`src/lppt_pkg.sv`:
```
// ---------------------------------------------------------------------------
// Line peak picker package
// Sizes, register indexes and the controller/datapath handshake types.
// ---------------------------------------------------------------------------
package lppt_pkg;

	// Sizing
	localparam int MAX_PEAKS   = 8;
	localparam int MAX_LENGTH  = 4096;
	localparam int SAMPLE_BITS = 24;

	// Fixed field widths
	localparam int VALUE_W  = 24;
	localparam int POS_W    = 12;
	localparam int COUNT_W  = 4;
	localparam int KEEP_W   = 4;
	localparam int CFG_IDX_W = 1;
	localparam int CFG_W    = 24;

	// Derived widths
	localparam int IDX_W  = (MAX_PEAKS > 1) ? $clog2(MAX_PEAKS) : 1;
	localparam int CNT_W  = $clog2(MAX_PEAKS + 1);
	localparam int PCNT_W = $clog2(MAX_LENGTH + 1);
	localparam int CMP_W  = (SAMPLE_BITS > VALUE_W) ? SAMPLE_BITS : VALUE_W;

	// Configuration register indexes
	typedef enum logic [CFG_IDX_W-1:0] {
		REG_DETECT_THRESHOLD = 1'b0,
		REG_KEEP_COUNT       = 1'b1
	} lppt_reg_t;

	// Commands from the controller to the datapath
	typedef struct packed {
		logic take;        // accept the input item
		logic rst_idx;     // restart the readout index
		logic load_out;    // load the next result into the output register
		logic clear_line;  // drop the line state
	} lppt_cmd_t;

	// Status from the datapath to the controller
	typedef struct packed {
		logic out_free;    // output register can take a result this cycle
		logic drain_last;  // the result at the readout index ends the line
	} lppt_status_t;

endpackage

```
`src/lppt_ifs.sv`:
```
// ---------------------------------------------------------------------------
// Line peak picker channels
// Valid/ready channels for the sample stream and the peak results.
// ---------------------------------------------------------------------------
interface lppt_in_if
	import lppt_pkg::*;
	();
	logic               valid;
	logic               ready;
	logic [VALUE_W-1:0] sample;
	logic               line_end;

	modport source (output valid, sample, line_end, input ready);
	modport sink   (input valid, sample, line_end, output ready);
endinterface

interface lppt_out_if
	import lppt_pkg::*;
	();
	logic               valid;
	logic               ready;
	logic [POS_W-1:0]   peak_position;
	logic [VALUE_W-1:0] peak_value;
	logic [COUNT_W-1:0] peaks_found;
	logic               found;
	logic               last_result;

	modport source (output valid, peak_position, peak_value, peaks_found, found,
		last_result, input ready);
	modport sink   (input valid, peak_position, peak_value, peaks_found, found,
		last_result, output ready);
endinterface

```
`src/lppt_ctrl.sv`:
```
// ---------------------------------------------------------------------------
// Line peak picker controller
// Sequences sample intake, the settle state and the table readout.
// ---------------------------------------------------------------------------
module lppt_ctrl
	import lppt_pkg::*;
(
	input  logic         clk,
	input  logic         arst_n,
	input  logic         in_valid,
	input  logic         in_line_end,
	output logic         in_ready,
	input  lppt_status_t status,
	output lppt_cmd_t    cmd
);

	typedef enum logic [2:0] {
		S_RUN    = 3'b001,
		S_SETTLE = 3'b010,
		S_EMIT   = 3'b100
	} state_t;

	state_t state_q, state_d;

	// Next state and commands
	always_comb begin
		state_d        = state_q;
		in_ready       = 1'b0;
		cmd            = '0;
		case (state_q)
			S_RUN: begin
				in_ready = 1'b1;
				cmd.take = in_valid;
				if (in_valid && in_line_end) begin
					state_d = S_SETTLE;
				end
			end
			S_SETTLE: begin
				// let the last pending peak land in the table
				cmd.rst_idx = 1'b1;
				state_d     = S_EMIT;
			end
			S_EMIT: begin
				cmd.load_out = status.out_free;
				if (status.out_free && status.drain_last) begin
					cmd.clear_line = 1'b1;
					state_d        = S_RUN;
				end
			end
			default: begin
				state_d = S_RUN;
			end
		endcase
	end

	// State register
	always_ff @(posedge clk or negedge arst_n) begin
		if (!arst_n) begin
			state_q <= S_RUN;
		end else begin
			state_q <= state_d;
		end
	end

endmodule

```
`src/lppt_datapath.sv`:
```
// ---------------------------------------------------------------------------
// Line peak picker datapath
// Neighbor window, peak test, top-N slot table and output register.
// ---------------------------------------------------------------------------
module lppt_datapath
	import lppt_pkg::*;
(
	input  logic                 clk,
	input  logic                 arst_n,
	input  logic                 cfg_we,
	input  logic [CFG_IDX_W-1:0] cfg_index,
	input  logic [CFG_W-1:0]     cfg_wdata,
	input  logic [VALUE_W-1:0]   in_sample,
	input  lppt_cmd_t            cmd,
	output lppt_status_t         status,
	input  logic                 out_ready,
	output logic                 out_valid,
	output logic [POS_W-1:0]     out_peak_position,
	output logic [VALUE_W-1:0]   out_peak_value,
	output logic [COUNT_W-1:0]   out_peaks_found,
	output logic                 out_found,
	output logic                 out_last_result
);

	// Configuration
	logic [VALUE_W-1:0] thr_q;
	logic [KEEP_W-1:0]  keep_q;

	// Line state
	logic [SAMPLE_BITS-1:0] prior_q;
	logic [SAMPLE_BITS-1:0] older_q;
	logic [PCNT_W-1:0]      pcnt_q;
	logic [CNT_W-1:0]       filled_q;

	// Candidate stage
	logic                   cand_vld_s1;
	logic [POS_W-1:0]       cand_pos_s1;
	logic [SAMPLE_BITS-1:0] cand_val_s1;

	// Slot table
	logic [POS_W-1:0]       slot_pos_q [MAX_PEAKS];
	logic [SAMPLE_BITS-1:0] slot_val_q [MAX_PEAKS];

	// Readout
	logic [IDX_W-1:0]   drain_idx_q;
	logic               out_valid_q;
	logic [POS_W-1:0]   out_pos_q;
	logic [VALUE_W-1:0] out_val_q;
	logic [COUNT_W-1:0] out_cnt_q;
	logic               out_found_q;
	logic               out_last_q;

	logic [SAMPLE_BITS-1:0] samp;
	logic                   in_line;
	logic                   is_peak;
	logic [CNT_W-1:0]       eff_keep;
	logic [IDX_W-1:0]       low_idx;
	logic [SAMPLE_BITS-1:0] low_val;
	logic                   do_fill;
	logic                   do_replace;
	logic [IDX_W-1:0]       wr_idx;
	logic [CNT_W-1:0]       idx_next;

	assign samp    = SAMPLE_BITS'(in_sample);
	assign in_line = (pcnt_q < PCNT_W'(MAX_LENGTH));

	// Peak test on the middle sample of the window
	assign is_peak = (pcnt_q >= PCNT_W'(2))
		&& (CMP_W'(prior_q) > CMP_W'(thr_q))
		&& (prior_q > samp)
		&& (prior_q > older_q);

	// Clamp keep_count to 1..MAX_PEAKS
	always_comb begin
		if (keep_q == '0) begin
			eff_keep = CNT_W'(1);
		end else if (32'(keep_q) > 32'(MAX_PEAKS)) begin
			eff_keep = CNT_W'(MAX_PEAKS);
		end else begin
			eff_keep = CNT_W'(keep_q);
		end
	end

	// Lowest entry among the slots in use, lowest slot on ties
	always_comb begin
		low_idx = '0;
		low_val = slot_val_q[0];
		for (int m = 1; m < MAX_PEAKS; m++) begin
			if ((CNT_W'(m) < eff_keep) && (slot_val_q[m] < low_val)) begin
				low_val = slot_val_q[m];
				low_idx = IDX_W'(m);
			end
		end
	end

	assign do_fill    = cand_vld_s1 && (filled_q < eff_keep);
	assign do_replace = cand_vld_s1 && !(filled_q < eff_keep) && (cand_val_s1 > low_val);
	assign wr_idx     = do_fill ? IDX_W'(filled_q) : low_idx;

	// Status to the controller
	assign idx_next          = CNT_W'(drain_idx_q) + CNT_W'(1);
	assign status.out_free   = !out_valid_q || out_ready;
	assign status.drain_last = (filled_q == '0) || (idx_next == filled_q);

	// Configuration registers
	always_ff @(posedge clk or negedge arst_n) begin
		if (!arst_n) begin
			thr_q  <= '0;
			keep_q <= KEEP_W'(8);
		end else if (cfg_we) begin
			case (cfg_index)
				REG_DETECT_THRESHOLD: thr_q  <= VALUE_W'(cfg_wdata);
				REG_KEEP_COUNT:       keep_q <= KEEP_W'(cfg_wdata);
				default: begin
				end
			endcase
		end
	end

	// Window, position count, candidate and fill count
	always_ff @(posedge clk or negedge arst_n) begin
		if (!arst_n) begin
			prior_q     <= '0;
			older_q     <= '0;
			pcnt_q      <= '0;
			filled_q    <= '0;
			cand_vld_s1 <= 1'b0;
		end else begin
			cand_vld_s1 <= 1'b0;
			if (cmd.take && in_line) begin
				cand_vld_s1 <= is_peak;
				older_q     <= prior_q;
				prior_q     <= samp;
				pcnt_q      <= pcnt_q + PCNT_W'(1);
			end
			if (do_fill) begin
				filled_q <= filled_q + CNT_W'(1);
			end
			if (cmd.clear_line) begin
				prior_q  <= '0;
				older_q  <= '0;
				pcnt_q   <= '0;
				filled_q <= '0;
			end
		end
	end

	// Candidate payload
	always_ff @(posedge clk) begin
		if (cmd.take && in_line) begin
			cand_pos_s1 <= POS_W'(pcnt_q - PCNT_W'(1));
			cand_val_s1 <= prior_q;
		end
	end

	// Slot table write
	always_ff @(posedge clk) begin
		if (do_fill || do_replace) begin
			slot_pos_q[wr_idx] <= cand_pos_s1;
			slot_val_q[wr_idx] <= cand_val_s1;
		end
	end

	// Readout index and output valid
	always_ff @(posedge clk or negedge arst_n) begin
		if (!arst_n) begin
			drain_idx_q <= '0;
			out_valid_q <= 1'b0;
		end else begin
			if (cmd.rst_idx) begin
				drain_idx_q <= '0;
			end else if (cmd.load_out) begin
				drain_idx_q <= drain_idx_q + IDX_W'(1);
			end
			if (cmd.load_out) begin
				out_valid_q <= 1'b1;
			end else if (out_ready) begin
				out_valid_q <= 1'b0;
			end
		end
	end

	// Output payload
	always_ff @(posedge clk) begin
		if (cmd.load_out) begin
			if (filled_q == '0) begin
				out_pos_q   <= '0;
				out_val_q   <= '0;
				out_cnt_q   <= '0;
				out_found_q <= 1'b0;
				out_last_q  <= 1'b1;
			end else begin
				out_pos_q   <= slot_pos_q[drain_idx_q];
				out_val_q   <= VALUE_W'(slot_val_q[drain_idx_q]);
				out_cnt_q   <= COUNT_W'(filled_q);
				out_found_q <= 1'b1;
				out_last_q  <= (idx_next == filled_q);
			end
		end
	end

	assign out_valid         = out_valid_q;
	assign out_peak_position = out_pos_q;
	assign out_peak_value    = out_val_q;
	assign out_peaks_found   = out_cnt_q;
	assign out_found         = out_found_q;
	assign out_last_result   = out_last_q;

endmodule

```
`src/line_peak_picker_top_n_core.sv`:
```
// Throughput: one sample per cycle while a line streams in.
// Readout: after line_end is taken and the settle state passes, the emit state loads
// the results one per cycle as the sink takes them; intake resumes as the last loads.
// Reset: arst_n clears the line state, the output valid flag and the registers
// (detect_threshold 0, keep_count 8); the slot table is not cleared.
// ---------------------------------------------------------------------------
// Line peak picker, top level
// Streams a line of samples, keeps the strongest local maxima, reads them out.
// ---------------------------------------------------------------------------
module line_peak_picker_top_n_core
	import lppt_pkg::*;
(
	input  logic                 clk,
	input  logic                 arst_n,
	input  logic                 cfg_we,
	input  logic [CFG_IDX_W-1:0] cfg_index,
	input  logic [CFG_W-1:0]     cfg_wdata,
	lppt_in_if.sink              in_ch,
	lppt_out_if.source           out_ch
);

	lppt_cmd_t    cmd;
	lppt_status_t status;

	// Sequencer
	lppt_ctrl u_ctrl (
		.clk         (clk),
		.arst_n      (arst_n),
		.in_valid    (in_ch.valid),
		.in_line_end (in_ch.line_end),
		.in_ready    (in_ch.ready),
		.status      (status),
		.cmd         (cmd)
	);

	// Window, table and output register
	lppt_datapath u_dp (
		.clk               (clk),
		.arst_n            (arst_n),
		.cfg_we            (cfg_we),
		.cfg_index         (cfg_index),
		.cfg_wdata         (cfg_wdata),
		.in_sample         (in_ch.sample),
		.cmd               (cmd),
		.status            (status),
		.out_ready         (out_ch.ready),
		.out_valid         (out_ch.valid),
		.out_peak_position (out_ch.peak_position),
		.out_peak_value    (out_ch.peak_value),
		.out_peaks_found   (out_ch.peaks_found),
		.out_found         (out_ch.found),
		.out_last_result   (out_ch.last_result)
	);

endmodule

```
`src/flat_wrapper.sv`:
```
// flat-port wrapper written by rule: the top's interface ports become plain ports
module line_peak_picker_top_n_core_flat import lppt_pkg::*;
  (clk, arst_n, cfg_we, cfg_index, cfg_wdata, in_ch_valid, in_ch_sample, in_ch_line_end, in_ch_ready, out_ch_valid, out_ch_peak_position, out_ch_peak_value, out_ch_peaks_found, out_ch_found, out_ch_last_result, out_ch_ready);
  lppt_in_if in_ch_i ();
  lppt_out_if out_ch_i ();
  input  logic clk;
  input  logic arst_n;
  input  logic cfg_we;
  input  logic [CFG_IDX_W-1:0] cfg_index;
  input  logic [CFG_W-1:0] cfg_wdata;
  input wire logic [$bits(in_ch_i.valid)-1:0] in_ch_valid;
  input wire logic [$bits(in_ch_i.sample)-1:0] in_ch_sample;
  input wire logic [$bits(in_ch_i.line_end)-1:0] in_ch_line_end;
  output wire logic [$bits(in_ch_i.ready)-1:0] in_ch_ready;
  output wire logic [$bits(out_ch_i.valid)-1:0] out_ch_valid;
  output wire logic [$bits(out_ch_i.peak_position)-1:0] out_ch_peak_position;
  output wire logic [$bits(out_ch_i.peak_value)-1:0] out_ch_peak_value;
  output wire logic [$bits(out_ch_i.peaks_found)-1:0] out_ch_peaks_found;
  output wire logic [$bits(out_ch_i.found)-1:0] out_ch_found;
  output wire logic [$bits(out_ch_i.last_result)-1:0] out_ch_last_result;
  input wire logic [$bits(out_ch_i.ready)-1:0] out_ch_ready;
  assign in_ch_i.valid = in_ch_valid;
  assign in_ch_i.sample = in_ch_sample;
  assign in_ch_i.line_end = in_ch_line_end;
  assign in_ch_ready = in_ch_i.ready;
  assign out_ch_valid = out_ch_i.valid;
  assign out_ch_peak_position = out_ch_i.peak_position;
  assign out_ch_peak_value = out_ch_i.peak_value;
  assign out_ch_peaks_found = out_ch_i.peaks_found;
  assign out_ch_found = out_ch_i.found;
  assign out_ch_last_result = out_ch_i.last_result;
  assign out_ch_i.ready = out_ch_ready;
  line_peak_picker_top_n_core u_core (.clk(clk), .arst_n(arst_n), .cfg_we(cfg_we), .cfg_index(cfg_index), .cfg_wdata(cfg_wdata), .in_ch(in_ch_i), .out_ch(out_ch_i));
endmodule
```
`config.mk`:
```
export PLATFORM = sky130hd
export DESIGN_NAME = line_peak_picker_top_n_core_flat
export DESIGN_NICKNAME = d
export VERILOG_FILES = /design/src/lppt_pkg.sv /design/src/lppt_ifs.sv /design/src/lppt_ctrl.sv /design/src/lppt_datapath.sv /design/src/line_peak_picker_top_n_core.sv /design/src/flat_wrapper.sv
export SDC_FILE = /design/constraint.sdc
export NUM_CORES = 1
export LEC_CHECK = 0
export ABC_AREA = 1
export ABC_CLOCK_PERIOD_IN_PS = 32900
export BUFFER_PORTS_ARGS = -buffer_cell sky130_fd_sc_hd__buf_4
export CAP_MARGIN = 20
export CELL_PAD_IN_SITES_DETAIL_PLACEMENT = 2
export CELL_PAD_IN_SITES_GLOBAL_PLACEMENT = 2
export CORE_ASPECT_RATIO = 0.5
export CORE_MARGIN = 1.5
export CORE_UTILIZATION = 44
export CTS_BUF_LIST = sky130_fd_sc_hd__clkbuf_16
export DETAILED_ROUTE_END_ITERATION = 10
export PLACE_DENSITY_LB_ADDON = 0.1
export SLEW_MARGIN = 20
export SYNTH_ARGS = -nofsm -noshare
export SYNTH_HDL_FRONTEND = slang
export SYNTH_SLANG_ARGS = --single-unit
```
`constraint.sdc`:
```
create_clock -name clk -period 32.9 [get_ports clk]
set_input_delay 1.645 -clock clk [delete_from_list [all_inputs] [get_ports clk]]
set_output_delay 1.645 -clock clk [all_outputs]
set_load 0.02 [all_outputs]
```
==> flow_summary.toml <==
[critical_path]
cp_max_fo = 53
cp_top_family = "simple AND/OR/NAND/NOR gates"
worstSetupStartpoint = "u_core.u_dp.keep_q[2]$_DFFE_PN0P_"
rr_startpoint = "u_core.u_dp.keep_q[2]$_DFFE_PN0P_"
cp_slowest_cell = "nand3_2"
worstPathArrival_ns = 20.47
critical_path_class = "reg -> reg"
rrSetupSlack_ns = 12.67
cp_num_buf_inv = 6
crit_path_start_kind = "flop"
worst_ep_required_time_ns = 33.14
crit_top_cell = "nand2_1"
end_kind = "flop"
critPathMaxStageDelay_ns = 0.89

[layout]
area_growth_pct = 11.43
mostFrequentLayoutCells = "nand2_1 (429), o21ai_0 (371), edfxtp_1 (366)"
antenna_cells = 0
drive_gt1_share_pct = 8.294
nNetsFinal = 3021
final_common_cell = "nand2_1"

[timing]
fin_skew_ns = 0.02225
tns_ns = 0
report.final.slew_viol_count = 0
worst_slack_ns = 12.67
finalCritPeriodShare_pct = 61.49
max_freq_ghz = 0.04943
final-hold-violation-count = 0
relSlewSlack_pct = 21.39
rsz0062_at_grt = "false"
worstMarginPinSlew_ns = 1.179
hold_slack_ns = 0.4594
finalSetupViolations = 0
fin_crit_ns = 20.23

[die]
coreArea_sq_mm = 0.05741
fp.dieW_microns = 344.1
die_y_microns = 173.5
rows = 62
dieArea_sq_mm = 0.05971
ios = 99
initial_core_util_pct = 44.58

[detailed_routing]
drtAntennaViolNets = 0
drc = 0
drt_iter0_drc = 1650
routed_via_density = 6.140
wl_per_cell_microns = 28.17
via_count = 21520
first_pass_iters = 5
wl_mm = 98.73

[global_route]
grt_max_degree = 96
grt-ovfl-total = 0
grt_pass1_vias = 23639
grt_pass1_wl_mm = 149.7
antenna_found_initial = 5
gr-usage-all-layers_pct = 33.16

[synth]
synth_edf_count = 366
ys_types = 46
synth-main-ff-cell = "edfxtp_1"
syn_avg_cell_area_sq_um = 9.661
async_flop_share_pct = 21.63
synth_area_leaders = "edfxtp_1 (43%), ha_1 (13%), dfrtp_1 (9.7%), o21ai_0 (7.3%), nand2_1 (6.3%)"
syn-instance-count = 2649
synthesis.nets = 2965
synth.top_cell.area_share_pct = 42.94
seq_area_frac_synth_pct = 52.83
ys_ff_latch = 467
syn_area_sq_mm = 0.02559
ys_warn_count = 0
netlist.top_cell.by_area = "edfxtp_1"

[power]
internal_power_mw = 1.052
p_seq_share_pct = 41.2
ir_worst_vdd_uv = 36.24
p_leak_nw = 12.60
swShare_pct = 34.76
p_per_area_mw_per_mm2 = 56.54
power.share.combinational_pct = 25.9
clock_power_share_pct = 32.9
p_sw_uw = 560.4

[clocking]
post_cts_buffers = 0
hold_buffers = 0
clk_latency_ns = 0.61
clock-root-buffer = "clkbuf_16"
cts_resized = 0
tritoncts = "built"
cts.htree.levels = 2
cts.clk_slew.worst_paths_ns = 0.07
ctsLongestPathBuffers = 3
numCtsBuffers = 46
cts_sinks = 467

[place]
gp_congestion = 0.8714
place_ws_ns = 13.24
io_buffers = 98
dp_hpwl_mm = 68.23

[status]
status = "finished clean"

[hold_path]
hold_path.class = "reg -> reg"
min-delay-start = "u_core.u_dp.prior_q[0]$_DFFE_PN0P_"

[job]
cap_violations = 0
==> final timing paths <==
path	end	cells past startpoint
worst max-delay path	u_core.u_dp.slot_val_q[0][7]$_DFFE_PP_	67
worst min-delay path	u_core.u_dp.cand_val_s1[0]$_DFFE_PP_	0
worst max register to register	u_core.u_dp.slot_val_q[0][7]$_DFFE_PP_	67
worst min register to register	u_core.u_dp.cand_val_s1[0]$_DFFE_PP_	0
max in group asynchronous	u_core.u_dp.pcnt_q[0]$_DFFE_PN0P_	2
min in group asynchronous	u_core.u_dp.thr_q[7]$_DFFE_PN0P_	1
==> layer usage <==
layer | vias up | GRT usage (%) | share of wire [%]
li1 | 9503 | - | -
met1 | 11162 | 45.99 | 45
met2 | 685 | 54.65 | 47
met3 | 168 | 4.518 | 5.7
met4 | 2 | 8.790 | 2.6
met5 | - | 0 | 0.013
==> registers in the layout, indices dropped and copies added (netlist names) <==
register                       flops
u_core.u_dp.out_last_result        1
u_core.u_dp.filled_q               4
u_core.u_dp.out_peaks_found        4
u_core.u_dp.cand_pos_s1           12
u_core.u_dp.slot_pos_q            96
u_core.u_dp.prior_q               24
u_core.u_dp.drain_idx_q            3
u_core.u_dp.thr_q                 24
u_core.u_dp.out_peak_position     12
u_core.u_dp.out_peak_value        24
u_core.u_dp.cand_val_s1           24
u_core.u_dp.pcnt_q                13
u_core.u_dp.out_found              1
u_core.u_dp.out_valid              1
u_core.u_dp.older_q               24
u_core.u_dp.slot_val_q           192
u_core.u_ctrl.state_q              3
u_core.u_dp.cand_vld_s1            1
u_core.u_dp.keep_q                 4
==> worst reg2reg max path: cells and delay by family (launching register included) <==
family	cells	cell delay, ns
simple gates	36	9.86
compound gates	18	5.23
fa+ha+maj	7	2.49
buf+inv	6	1.79
flops	1	0.44
==> cells by family after synthesis <==
logic type / share of synthesized area [%]
AO/OA/AOI/OAI: 15.02
buffers and inverters: 5.128
XOR/XNOR: 0.4107
AND/OR/NAND/NOR: 13.85
flip-flops: 52.83
adder cells (fa/ha/maj): 12.76
==> cell type report <==
cell class / instances / area [sq um]
well taps: 768 / 960.9
multi-input cells: 1838 / 10840
repair buffers: 122 / 915.9
fillers: 6036 / 28890
flip-flops and latches: 467 / 13530
inverters: 230 / 865.8
clock inverters: 32 / 212.7
clock buffers: 48 / 1201
==> per-stage QoR <==
step	cells	cell area (sq um)	power, mW	util, %
2_1_floorplan	2649	25590	0.9291	-
3_3_place_gp	3425	27100	1.049	47.21
3_5_place_dp	3425	27100	1.079	47.21
4_1_cts	3505	28520	1.612	49.68
5_1_grt	3505	28520	1.678	49.68
6_report	3505	28520	1.612	49.68
==> power by group through the flow <==
stage	logic, mW	registers [mW]	clock network [mW]
after floorplan	0.257	0.672	0
after global placement	0.375	0.674	0
after detailed placement	0.403	0.676	0
after CTS	0.415	0.664	0.533
after global routing	0.459	0.665	0.554
final	0.418	0.664	0.531
==> cells in the mapped netlist (2+ instances only) <==
master	number
nand2_1	430
o21ai_0	371
edfxtp_1	366
nor2_1	292
ha_1	261
inv_1	225
a21oi_1	139
dfrtp_1	99
clkbuf_1	98
o22ai_1	82
nand3_1	59
a31oi_1	40
nand4_1	38
a211oi_1	24
nor3_1	19
nand2_2	11
xor2_1	10
buf_1	9
nor4_1	9
a21o_1	7
o211ai_1	7
buf_2	5
inv_2	5
nand3b_1	4
a21oi_4	3
nand3_2	3
a2111oi_0	2
a21oi_2	2
a221oi_1	2
buf_6	2
dfstp_2	2
o2111ai_1	2
o21a_1	2
o21ai_1	2
o21bai_1	2
o221ai_1	2
o31ai_1	2
o41ai_1	2
xnor2_1	2
Power figures use the tool's default switching activity.
